--- src/hdl/touch_sample_average_scale_macros.svh ---
// Assertion macros shared by the touch sample averaging block.
`ifndef TOUCH_SAMPLE_AVERAGE_SCALE_MACROS_SVH
`define TOUCH_SAMPLE_AVERAGE_SCALE_MACROS_SVH

// Same-cycle implication, checked out of reset.
`define TSAS_ASSERT_IMPLY(label, ante, cons, msg) \
  label: assert property (@(posedge clk) disable iff (rst) (ante) |-> (cons)) \
    else $error(msg);

// Next-cycle implication, checked out of reset.
`define TSAS_ASSERT_NEXT(label, ante, cons, msg) \
  label: assert property (@(posedge clk) disable iff (rst) (ante) |=> (cons)) \
    else $error(msg);

`endif

--- src/hdl/tsas_pkg.sv ---
// Shared types, constants and codes for the touch sample averaging block.
package tsas_pkg;

  // Field and datapath widths
  localparam int COORD_W   = 10;
  localparam int COUNT_W   = 16;
  localparam int REG_IDX_W = 3;
  localparam int DIVD_W    = 2 * COORD_W;

  // Defaults for the top-level parameters and the ADC resolution
  localparam int SAMPLES_PER_AXIS_DEF = 5;
  localparam int ADC_BITS             = 10;
  localparam logic [COORD_W-1:0] ADC_MASK = COORD_W'((1 << ADC_BITS) - 1);

  // Configuration register indexes
  localparam logic [REG_IDX_W-1:0] REG_SCREEN_WIDTH   = 3'd0;
  localparam logic [REG_IDX_W-1:0] REG_SCREEN_HEIGHT  = 3'd1;
  localparam logic [REG_IDX_W-1:0] REG_DEFAULT_X_LOW  = 3'd2;
  localparam logic [REG_IDX_W-1:0] REG_DEFAULT_X_HIGH = 3'd3;
  localparam logic [REG_IDX_W-1:0] REG_DEFAULT_Y_LOW  = 3'd4;
  localparam logic [REG_IDX_W-1:0] REG_DEFAULT_Y_HIGH = 3'd5;

  // Reset values of the registers and the window
  localparam logic [COORD_W-1:0] SCREEN_WIDTH_RST   = 10'd320;
  localparam logic [COORD_W-1:0] SCREEN_HEIGHT_RST  = 10'd240;
  localparam logic [COORD_W-1:0] DEFAULT_X_LOW_RST  = 10'd200;
  localparam logic [COORD_W-1:0] DEFAULT_X_HIGH_RST = 10'd750;
  localparam logic [COORD_W-1:0] DEFAULT_Y_LOW_RST  = 10'd120;
  localparam logic [COORD_W-1:0] DEFAULT_Y_HIGH_RST = 10'd620;

  // Input item
  typedef struct packed {
    logic               operation;
    logic [COORD_W-1:0] sample;
  } item_t;

  // Result item
  typedef struct packed {
    logic [COORD_W-1:0] pos_x;
    logic [COORD_W-1:0] pos_y;
    logic               in_range;
    logic               calibrating;
    logic [COUNT_W-1:0] touch_count;
  } result_t;

  // Controller states
  typedef enum logic [3:0] {
    ST_IDLE,
    ST_XAVG,
    ST_YAVG,
    ST_JUDGE,
    ST_MULX,
    ST_DIVX_GO,
    ST_DIVX_WAIT,
    ST_MULY,
    ST_DIVY_GO,
    ST_DIVY_WAIT,
    ST_FINISH
  } ctrl_state_t;

  typedef enum logic {AXIS_X, AXIS_Y} axis_t;

  // Controller to datapath
  typedef struct packed {
    logic     accum;        // add sample, advance index
    logic     calib_begin;  // reload default window, start calibration
    logic     div_start;
    axis_t    axis;         // axis for multiply, divisor and position save
    logic     save_x_avg;
    logic     save_y_avg;
    logic     judge;        // register the window test
    logic     mult;         // product of screen size and offset
    logic     save_pos;
    logic     finish;       // load result, update count and calibration
  } cmd_t;

  // Datapath to controller
  typedef struct packed {
    logic last_x;
    logic last_y;
    logic div_busy;
    logic in_range;
    logic span_x_zero;
    logic span_y_zero;
    logic calib_active;
    logic out_blocked;
  } status_t;

endpackage

--- src/hdl/tsas_div.sv ---
// Restoring divider: one quotient bit per cycle, quotient known to fit COORD_W bits.
module tsas_div import tsas_pkg::*; (
  input  logic              clk,
  input  logic              rst,
  input  logic              start,
  input  logic [DIVD_W-1:0] dividend,
  input  logic [COORD_W-1:0] divisor,
  output logic              busy,
  output logic [COORD_W-1:0] quotient
);

  localparam int CNT_W = $clog2(COORD_W + 1);

  logic [CNT_W-1:0]   cnt;
  logic [COORD_W-1:0] rem;
  logic [COORD_W-1:0] dq;     // remaining dividend bits, quotient shifts in
  logic [COORD_W-1:0] dsr;
  logic [COORD_W:0]   trial;
  logic [COORD_W:0]   trial_sub;
  logic               ge;

  assign busy     = (cnt != '0);
  assign quotient = dq;

  // One restoring step
  always_comb begin
    trial     = {rem, dq[COORD_W-1]};
    trial_sub = trial - {1'b0, dsr};
    ge        = (trial >= {1'b0, dsr});
  end

  // Step counter
  always_ff @(posedge clk) begin
    if (rst) begin
      cnt <= '0;
    end else if (start) begin
      cnt <= CNT_W'(COORD_W);
    end else if (busy) begin
      cnt <= cnt - 1'b1;
    end
  end

  // Remainder and quotient shift registers; upper half starts below divisor
  always_ff @(posedge clk) begin
    if (start) begin
      rem <= dividend[DIVD_W-1:COORD_W];
      dq  <= dividend[COORD_W-1:0];
      dsr <= divisor;
    end else if (busy) begin
      rem <= ge ? trial_sub[COORD_W-1:0] : trial[COORD_W-1:0];
      dq  <= {dq[COORD_W-2:0], ge};
    end
  end

endmodule

--- src/hdl/tsas_ctrl.sv ---
// Sequencer for averaging, window test, scaling and result hand-off.
module tsas_ctrl import tsas_pkg::*; (
  input  logic    clk,
  input  logic    rst,
  input  logic    item_valid,
  input  logic    item_op,
  output logic    item_stall,
  output cmd_t    cmd,
  input  status_t status
);

  ctrl_state_t state, state_next;

  // State register
  always_ff @(posedge clk) begin
    if (rst) begin
      state <= ST_IDLE;
    end else begin
      state <= state_next;
    end
  end

  // Next state and commands
  always_comb begin
    state_next = state;
    cmd        = '0;
    item_stall = 1'b1;
    case (state)
      ST_IDLE: begin
        item_stall = 1'b0;
        if (item_valid) begin
          if (item_op) begin
            cmd.calib_begin = 1'b1;
          end else begin
            cmd.accum = 1'b1;
            if (status.last_x) begin
              state_next = ST_XAVG;
            end else if (status.last_y) begin
              state_next = ST_YAVG;
            end
          end
        end
      end
      ST_XAVG: begin
        cmd.save_x_avg = 1'b1;
        state_next     = ST_IDLE;
      end
      ST_YAVG: begin
        cmd.save_y_avg = 1'b1;
        state_next     = ST_JUDGE;
      end
      ST_JUDGE: begin
        cmd.judge  = 1'b1;
        state_next = ST_MULX;
      end
      ST_MULX: begin
        if (!status.in_range) begin
          state_next = ST_FINISH;
        end else begin
          cmd.mult = 1'b1;
          cmd.axis = AXIS_X;
          // zero span leaves the cleared position
          state_next = status.span_x_zero ? ST_MULY : ST_DIVX_GO;
        end
      end
      ST_DIVX_GO: begin
        cmd.div_start = 1'b1;
        cmd.axis      = AXIS_X;
        state_next    = ST_DIVX_WAIT;
      end
      ST_DIVX_WAIT: begin
        if (!status.div_busy) begin
          cmd.save_pos = 1'b1;
          cmd.axis     = AXIS_X;
          state_next   = ST_MULY;
        end
      end
      ST_MULY: begin
        cmd.mult   = 1'b1;
        cmd.axis   = AXIS_Y;
        state_next = status.span_y_zero ? ST_FINISH : ST_DIVY_GO;
      end
      ST_DIVY_GO: begin
        cmd.div_start = 1'b1;
        cmd.axis      = AXIS_Y;
        state_next    = ST_DIVY_WAIT;
      end
      ST_DIVY_WAIT: begin
        if (!status.div_busy) begin
          cmd.save_pos = 1'b1;
          cmd.axis     = AXIS_Y;
          state_next   = ST_FINISH;
        end
      end
      ST_FINISH: begin
        // wait until the output register can take the result
        if (!status.out_blocked) begin
          cmd.finish = 1'b1;
          state_next = ST_IDLE;
        end
      end
      default: begin
        state_next = ST_IDLE;
      end
    endcase
  end

endmodule

--- src/hdl/tsas_dp.sv ---
// Datapath: registers, accumulator, window, multiplier, divider and output register.
module tsas_dp import tsas_pkg::*; #(
  parameter int SAMPLES_PER_AXIS = SAMPLES_PER_AXIS_DEF
) (
  input  logic                 clk,
  input  logic                 rst,
  input  item_t                item,
  input  logic                 cfg_wen,
  input  logic [REG_IDX_W-1:0] cfg_index,
  input  logic [COORD_W-1:0]   cfg_data,
  input  cmd_t                 cmd,
  output status_t              status,
  input  logic                 result_stall,
  output logic                 result_valid,
  output result_t              result
);

  localparam int IDX_W = $clog2(2 * SAMPLES_PER_AXIS);
  localparam int SUM_W = COORD_W + $clog2(SAMPLES_PER_AXIS);
  localparam logic [IDX_W:0] LAST_X = (IDX_W + 1)'(SAMPLES_PER_AXIS);
  localparam logic [IDX_W:0] LAST_Y = (IDX_W + 1)'(2 * SAMPLES_PER_AXIS);

  // Reciprocal of the sample count, exact for every sum below 2**SUM_W
  localparam int RECIP_S = SUM_W + $clog2(SAMPLES_PER_AXIS);
  localparam int RECIP_W = RECIP_S + 1;
  localparam logic [RECIP_W-1:0] RECIP_M =
    RECIP_W'(((1 << RECIP_S) + SAMPLES_PER_AXIS - 1) / SAMPLES_PER_AXIS);

  // Configuration registers
  logic [COORD_W-1:0] screen_w, screen_h;
  logic [COORD_W-1:0] dflt_xl, dflt_xh, dflt_yl, dflt_yh;

  // Window and calibration state
  logic [COORD_W-1:0] win_xl, win_xh, win_yl, win_yh;
  logic               calib, first_taken;
  logic [COORD_W-1:0] first_x, first_y;

  // Touch accumulation
  logic [IDX_W-1:0]         idx;
  logic [IDX_W:0]           idx_inc;
  logic [SUM_W-1:0]         sum;
  logic [SUM_W+RECIP_W-1:0] avg_prod;
  logic [COORD_W-1:0]       avg_quot;
  logic [COORD_W-1:0]       x_avg, y_avg;

  // Scaling
  logic               in_range;
  logic [COORD_W-1:0] m_size, m_off;
  logic [DIVD_W-1:0]  prod;
  logic [COORD_W-1:0] pos_x_s, pos_y_s;
  logic [COORD_W-1:0] span_x, span_y;
  logic [COORD_W-1:0] div_divisor;
  logic               div_busy;
  logic [COORD_W-1:0] quotient;
  logic [COUNT_W-1:0] touches;
  logic [COUNT_W-1:0] touches_inc;
  logic               window_ok;

  tsas_div u_div (
    .clk      (clk),
    .rst      (rst),
    .start    (cmd.div_start),
    .dividend (prod),
    .divisor  (div_divisor),
    .busy     (div_busy),
    .quotient (quotient)
  );

  // Combinational helpers
  always_comb begin
    idx_inc     = {1'b0, idx} + 1'b1;
    span_x      = win_xh - win_xl;
    span_y      = win_yh - win_yl;
    touches_inc = touches + 1'b1;
    window_ok   = !calib && (x_avg >= win_xl) && (x_avg <= win_xh) &&
                  (y_avg >= win_yl) && (y_avg <= win_yh);
    m_size      = (cmd.axis == AXIS_X) ? screen_w : screen_h;
    m_off       = (cmd.axis == AXIS_X) ? (x_avg - win_xl) : (y_avg - win_yl);
    div_divisor = (cmd.axis == AXIS_X) ? span_x : span_y;
    // axis average: sum over the sample count by reciprocal multiply
    avg_prod    = {{RECIP_W{1'b0}}, sum} * {{SUM_W{1'b0}}, RECIP_M};
    avg_quot    = avg_prod[RECIP_S +: COORD_W];
  end

  // Status to the controller
  always_comb begin
    status.last_x       = (idx_inc == LAST_X);
    status.last_y       = (idx_inc == LAST_Y);
    status.div_busy     = div_busy;
    status.in_range     = in_range;
    status.span_x_zero  = (win_xh == win_xl);
    status.span_y_zero  = (win_yh == win_yl);
    status.calib_active = calib;
    status.out_blocked  = result_valid && result_stall;
  end

  // Configuration write port; unknown indexes ignored
  always_ff @(posedge clk) begin
    if (rst) begin
      screen_w <= SCREEN_WIDTH_RST;
      screen_h <= SCREEN_HEIGHT_RST;
      dflt_xl  <= DEFAULT_X_LOW_RST;
      dflt_xh  <= DEFAULT_X_HIGH_RST;
      dflt_yl  <= DEFAULT_Y_LOW_RST;
      dflt_yh  <= DEFAULT_Y_HIGH_RST;
    end else if (cfg_wen) begin
      case (cfg_index)
        REG_SCREEN_WIDTH:   screen_w <= cfg_data;
        REG_SCREEN_HEIGHT:  screen_h <= cfg_data;
        REG_DEFAULT_X_LOW:  dflt_xl  <= cfg_data;
        REG_DEFAULT_X_HIGH: dflt_xh  <= cfg_data;
        REG_DEFAULT_Y_LOW:  dflt_yl  <= cfg_data;
        REG_DEFAULT_Y_HIGH: dflt_yh  <= cfg_data;
        default: ;
      endcase
    end
  end

  // Sample index and running sum
  always_ff @(posedge clk) begin
    if (rst) begin
      idx <= '0;
      sum <= '0;
    end else if (cmd.accum) begin
      idx <= idx_inc[IDX_W-1:0];
      sum <= sum + SUM_W'(item.sample & ADC_MASK);
    end else if (cmd.save_x_avg) begin
      sum <= '0;
    end else if (cmd.save_y_avg) begin
      sum <= '0;
      idx <= '0;
    end
  end

  // Axis averages and scaled positions
  always_ff @(posedge clk) begin
    if (cmd.save_x_avg) begin
      x_avg <= avg_quot;
    end
    if (cmd.save_y_avg) begin
      y_avg <= avg_quot;
    end
    if (cmd.judge) begin
      in_range <= window_ok;
    end
    if (cmd.mult) begin
      prod <= {{COORD_W{1'b0}}, m_size} * {{COORD_W{1'b0}}, m_off};
      if (cmd.axis == AXIS_X) begin
        pos_x_s <= '0;
      end else begin
        pos_y_s <= '0;
      end
    end
    if (cmd.save_pos) begin
      if (cmd.axis == AXIS_X) begin
        pos_x_s <= quotient;
      end else begin
        pos_y_s <= quotient;
      end
    end
  end

  // Window, calibration flags and touch count
  always_ff @(posedge clk) begin
    if (rst) begin
      win_xl      <= DEFAULT_X_LOW_RST;
      win_xh      <= DEFAULT_X_HIGH_RST;
      win_yl      <= DEFAULT_Y_LOW_RST;
      win_yh      <= DEFAULT_Y_HIGH_RST;
      calib       <= 1'b0;
      first_taken <= 1'b0;
      touches     <= '0;
    end else if (cmd.calib_begin) begin
      win_xl      <= dflt_xl;
      win_xh      <= dflt_xh;
      win_yl      <= dflt_yl;
      win_yh      <= dflt_yh;
      calib       <= 1'b1;
      first_taken <= 1'b0;
    end else if (cmd.finish) begin
      touches <= touches_inc;
      if (calib) begin
        if (!first_taken) begin
          first_taken <= 1'b1;
        end else begin
          // second calibration touch sets the window from both points
          win_xl      <= (x_avg < first_x) ? x_avg : first_x;
          win_xh      <= (x_avg < first_x) ? first_x : x_avg;
          win_yl      <= (y_avg < first_y) ? y_avg : first_y;
          win_yh      <= (y_avg < first_y) ? first_y : y_avg;
          first_taken <= 1'b0;
          calib       <= 1'b0;
        end
      end
    end
  end

  // First calibration point
  always_ff @(posedge clk) begin
    if (cmd.finish && calib && !first_taken) begin
      first_x <= x_avg;
      first_y <= y_avg;
    end
  end

  // Output register
  always_ff @(posedge clk) begin
    if (rst) begin
      result_valid <= 1'b0;
    end else if (cmd.finish) begin
      result_valid <= 1'b1;
    end else if (!result_stall) begin
      result_valid <= 1'b0;
    end
  end

  always_ff @(posedge clk) begin
    if (cmd.finish) begin
      result.pos_x       <= in_range ? pos_x_s : x_avg;
      result.pos_y       <= in_range ? pos_y_s : y_avg;
      result.in_range    <= in_range;
      result.calibrating <= calib && !first_taken;
      result.touch_count <= touches_inc;
    end
  end

endmodule

--- src/hdl/touch_sample_average_scale.sv ---
// Top level: touch ADC averaging with window test, scaling and two-point calibration.
//
//   channel  | dir | handshake                  | payload
//   ---------+-----+----------------------------+-------------------------------
//   item     | in  | item_valid / item_stall    | item_t   (operation, sample)
//   result   | out | result_valid / result_stall| result_t (pos, flags, count)
//   cfg      | in  | cfg_wen                    | cfg_index, cfg_data
//
// Ordinary samples and begin-calibration items are taken while idle; after the last X sample
// the X average is latched from a reciprocal multiply of the sum before the next item is taken.
// After the last Y sample come the Y average and the window test, then in range per axis a
// registered multiply and a restoring division, plus any output stall, before the next item.
// Reset is synchronous; control, configuration, window, flags and count return to defaults, data registers do not.
// A stalled result is held; samples are still taken until the next result is due.
`include "touch_sample_average_scale_macros.svh"

module touch_sample_average_scale import tsas_pkg::*; #(
  parameter int SAMPLES_PER_AXIS = SAMPLES_PER_AXIS_DEF
) (
  input  logic                 clk,
  input  logic                 rst,
  input  logic                 item_valid,
  output logic                 item_stall,
  input  item_t                item,
  output logic                 result_valid,
  input  logic                 result_stall,
  output result_t              result,
  input  logic                 cfg_wen,
  input  logic [REG_IDX_W-1:0] cfg_index,
  input  logic [COORD_W-1:0]   cfg_data
);

  cmd_t    cmd;
  status_t status;

  tsas_ctrl u_ctrl (
    .clk        (clk),
    .rst        (rst),
    .item_valid (item_valid),
    .item_op    (item.operation),
    .item_stall (item_stall),
    .cmd        (cmd),
    .status     (status)
  );

  tsas_dp #(
    .SAMPLES_PER_AXIS (SAMPLES_PER_AXIS)
  ) u_dp (
    .clk          (clk),
    .rst          (rst),
    .item         (item),
    .cfg_wen      (cfg_wen),
    .cfg_index    (cfg_index),
    .cfg_data     (cfg_data),
    .cmd          (cmd),
    .status       (status),
    .result_stall (result_stall),
    .result_valid (result_valid),
    .result       (result)
  );

  // Checks
  `TSAS_ASSERT_IMPLY(a_accept_div_idle, item_valid && !item_stall, !status.div_busy, "item taken while divider busy")
  `TSAS_ASSERT_IMPLY(a_start_div_idle, cmd.div_start, !status.div_busy, "divider restarted while busy")
  `TSAS_ASSERT_IMPLY(a_finish_no_overwrite, cmd.finish, !(result_valid && result_stall), "result overwritten")
  `TSAS_ASSERT_NEXT(a_calib_begin, item_valid && !item_stall && item.operation, status.calib_active, "calibration not started")

endmodule

--- config.mk ---
export PLATFORM = sky130hd
export DESIGN_NAME = touch_sample_average_scale
export DESIGN_NICKNAME = d
export VERILOG_FILES = /design/src/hdl/tsas_pkg.sv /design/src/hdl/tsas_div.sv /design/src/hdl/tsas_ctrl.sv /design/src/hdl/tsas_dp.sv /design/src/hdl/touch_sample_average_scale.sv
export VERILOG_INCLUDE_DIRS = /design/src /design/src/hdl
export SDC_FILE = /design/constraint.sdc
export NUM_CORES = 1
export LEC_CHECK = 0
export ABC_AREA = 1
export ABC_CLOCK_PERIOD_IN_PS = 14040
export BUFFER_PORTS_ARGS = -buffer_cell sky130_fd_sc_hd__buf_4
export CORE_AREA = 3 3 211 192
export CTS_CLUSTER_SIZE = 16
export DETAILED_ROUTE_END_ITERATION = 7
export DIE_AREA = 0 0 214 195
export PLACE_DENSITY = 0.76
export SLEW_MARGIN = 5
export SYNTH_ARGS = -nofsm -noshare
export SYNTH_HDL_FRONTEND = slang
export SYNTH_SLANG_ARGS = --single-unit
--- constraint.sdc ---
create_clock -name clk -period 14.04 [get_ports clk]
set_input_delay 0.702 -clock clk [delete_from_list [all_inputs] [get_ports clk]]
set_output_delay 0.702 -clock clk [all_outputs]
set_load 0.01 [all_outputs]
==> flow_summary.yaml <==
final_layout:
  layout.nets: 3401
  fin_util_pct: 65.4
  antenna_cells: 0
  area_growth_pct: 9.21
  design_area_sq_mm: 0.0251
  fin_cells: 3570
  final.fill_count: 3302
  drive_above_1_share_pct: 6.17
worst_setup_path:
  startpoint_type: "flip-flop"
  critPathTopFamily: "adder cells"
  critical_path.slowest_cell: "nor2_1"
  crit_fanout: 43
  path_buf_inv: 6
  cp-end-kind: "flip-flop"
  crit_required_ps: 14360
  critPathMaxStageDelay_ps: 700
  critPathArrivalTime_ps: 7210
  crit_type: "flip-flop to flip-flop"
placed_design:
  place_area_sq_mm: 0.0239
  place_ws_ps: 7180
  dp_hpwl_microns: 50100
  dp.cells: 3510
  io_buffer_count: 68
  place.gp.congestion: 1.00
yosys:
  synth_area_sq_mm: 0.0230
  ys_ff_latch: 293
  synth-simple-area-share_pct: 23.7
  yosys.area.top_type: "edfxtp_1"
  synthMostInstantiatedCell: "nand2_1"
  synthArstFlopShare_pct: 0
  synthFlopType: "edfxtp_1"
  yosys-top-cells-area: "edfxtp_1 19%, ha_1 13%, dfxtp_1 13%, nand2_1 11%, fa_1 9.7%"
  yosysWarningCount: 0
  netlist_instances: 2981
  yosys-top-cells-count: "664 x nand2_1, 476 x inv_1, 287 x nor2_1"
  synth_edf_count: 149
  yosysSeqAreaShare_pct: 32.0
  synth-xor-area-share_pct: 1.91
  synth_top_family_by_area: "simple AND/OR/NAND/NOR gates"
  avgSynthCellArea_sq_um: 7.70
  yosysUniqueCellTypes: 45
  synth_nets: 3361
  yosys.area_share.adder_pct: 22.7
  synth.area.mux_share_pct: 0.0872
  synth_compound_area_share_pct: 9.91
  yosys.area.top_type_share_pct: 19.5
sta:
  max_freq_mhz: 145
  rsz0062_at_grt: "false"
  min_period_ps: 6900
  finalSetupViolCount: 0
  tightest_slew_ps: 1180
  worst_slack_ps: 7140
  slew_violations: 0
  final.setup.tns_ps: 0
  hold_viol: 0
  maxSlewHeadroom_pct: 21.6
  whs_ps: 430
  timing.final.crit_share_pct: 49.1
  clock-skew-final_ps: 35.4
cts:
  cts-hold-fix-buffers: 0
  post_cts_buffers: 0
  htree_levels: 2
  cts_resized: 0
  clock_sinks: 293
  cts_buffer_depth: 3
  cts-root-buf: "clkbuf_16"
  clk_pin_slew_ps: 60
  clk_latency_ps: 570
  cts-buffers-inserted: 34
  tritoncts: "built"
pwr:
  leakage_nw: 12.5
  ir_worst_vdd_mv: 0.0960
  power_density_mw_per_mm2: 112
  design_power_total_mw: 2.80
grt:
  grt_pass1_wl_microns: 103000
  grt_pass1_vias: 19300
  grt_max_degree: 88
  overflow: 0
  antenna_found_initial: 0
  grt_usage_pct: 30.6
route:
  routed_wl_microns: 64300
  drt_iter0_markers: 2014
  vias: 20200
  avgViaCountPerCell: 5.65
  wl_per_cell_microns: 18.0
  drt.antenna.violating_nets: 0
  drc_errors: 0
  first_pass_iters: 8
die:
  core-area_sq_mm: 0.0384
  pin_count: 69
  die_h_microns: 195
  start_util_pct: 59.9
  rows: 68
  die_w_microns: 214
  die-area_sq_mm: 0.0417
outcome:
  status: "complete, no violations"
min_path:
  hold_path.class: "input pin to flip-flop"
job:
  maxCapViolCount: 0
==> layout make-up <==
cell class / instances / area, sq um / share of cell area (%)
multi-input cells: 2113 / 13400 / 53.5
flip-flops and latches: 293 / 7360 / 29.3
inverters: 499 / 1870 / 7.47
clock buffers: 46 / 957 / 3.82
well taps: 525 / 657 / 2.62
repair buffers: 80 / 601 / 2.39
clock inverters: 14 / 229 / 0.913
==> metal layers <==
metal | vias to the layer above | track usage (%) | routed length [microns]
li1 | 9761 | - | -
met1 | 9495 | 46.3 | 30100
met2 | 816 | 45.1 | 26600
met3 | 114 | 6.38 | 6230
met4 | 0 | 7.34 | 1350
met5 | - | 0 | 0
==> placed cells by master, fill, tap and decap left out, types with 3 or more instances in the layout <==
cell / count
a211oi_1: 5
a21boi_0: 5
a21o_1: 8
a21oi_1: 193
buf_4: 80
bufinv_16: 5
clkbuf_1: 7
clkbuf_16: 35
clkbuf_8: 4
clkinv_1: 4
dfxtp_1: 144
edfxtp_1: 149
fa_1: 111
ha_1: 240
inv_1: 475
inv_2: 22
nand2_1: 664
nand2_2: 9
nand3_1: 216
nand3b_1: 9
nand4_1: 68
nor2_1: 287
nor2_2: 3
nor3_1: 21
o211ai_1: 6
o21a_1: 3
o21ai_0: 160
o21ai_1: 8
o21ai_2: 12
o21bai_1: 17
xnor2_1: 16
xor2_1: 34
==> cells by family (layout without fill, tap and decap cells) <==
kind of cell	Yosys count	after routing
AO/OA/AOI/OAI	421	421
XOR/XNOR	50	50
adder cells (fa/ha/maj)	351	351
buffers and inverters	575	639
flip-flops	293	293
multiplexers	2	2
AND/OR/NAND/NOR	1289	1289
==> sequential cells by signal, indices dropped and copies added (netlist names), 13 cells and up, named ones only <==
name and cells:
u_dp.touches 16, u_dp.sum 13, u_dp.prod 20, u_dp.result 38
==> worst min-delay path, stage by stage <==
cell,delay (ps)
buf_4,120
nand2_1,60
nand3_1,70
==> power by group <==
group	internal [mW]	total (mW)	switching, mW
clock network	0.575	0.950	0.376
logic	0.291	0.833	0.542
registers	0.982	1.01	0.0331
==> path summary, 6_finish.rpt <==
check | cells past startpoint | from | endpoint | slack [ps]
worst max-delay path | 25 | u_ctrl.state[1] | u_dp.prod[18] | 7140
worst min-delay path | 3 | cfg_data[7] | u_dp.dflt_xh[7] | 430
worst max register to register | 25 | u_ctrl.state[1] | u_dp.prod[18] | 7140
worst min register to register | 2 | u_dp.dflt_yl[9] | u_dp.dflt_yl[9] | 450
No activity file was read; power rests on OpenSTA's default activity.
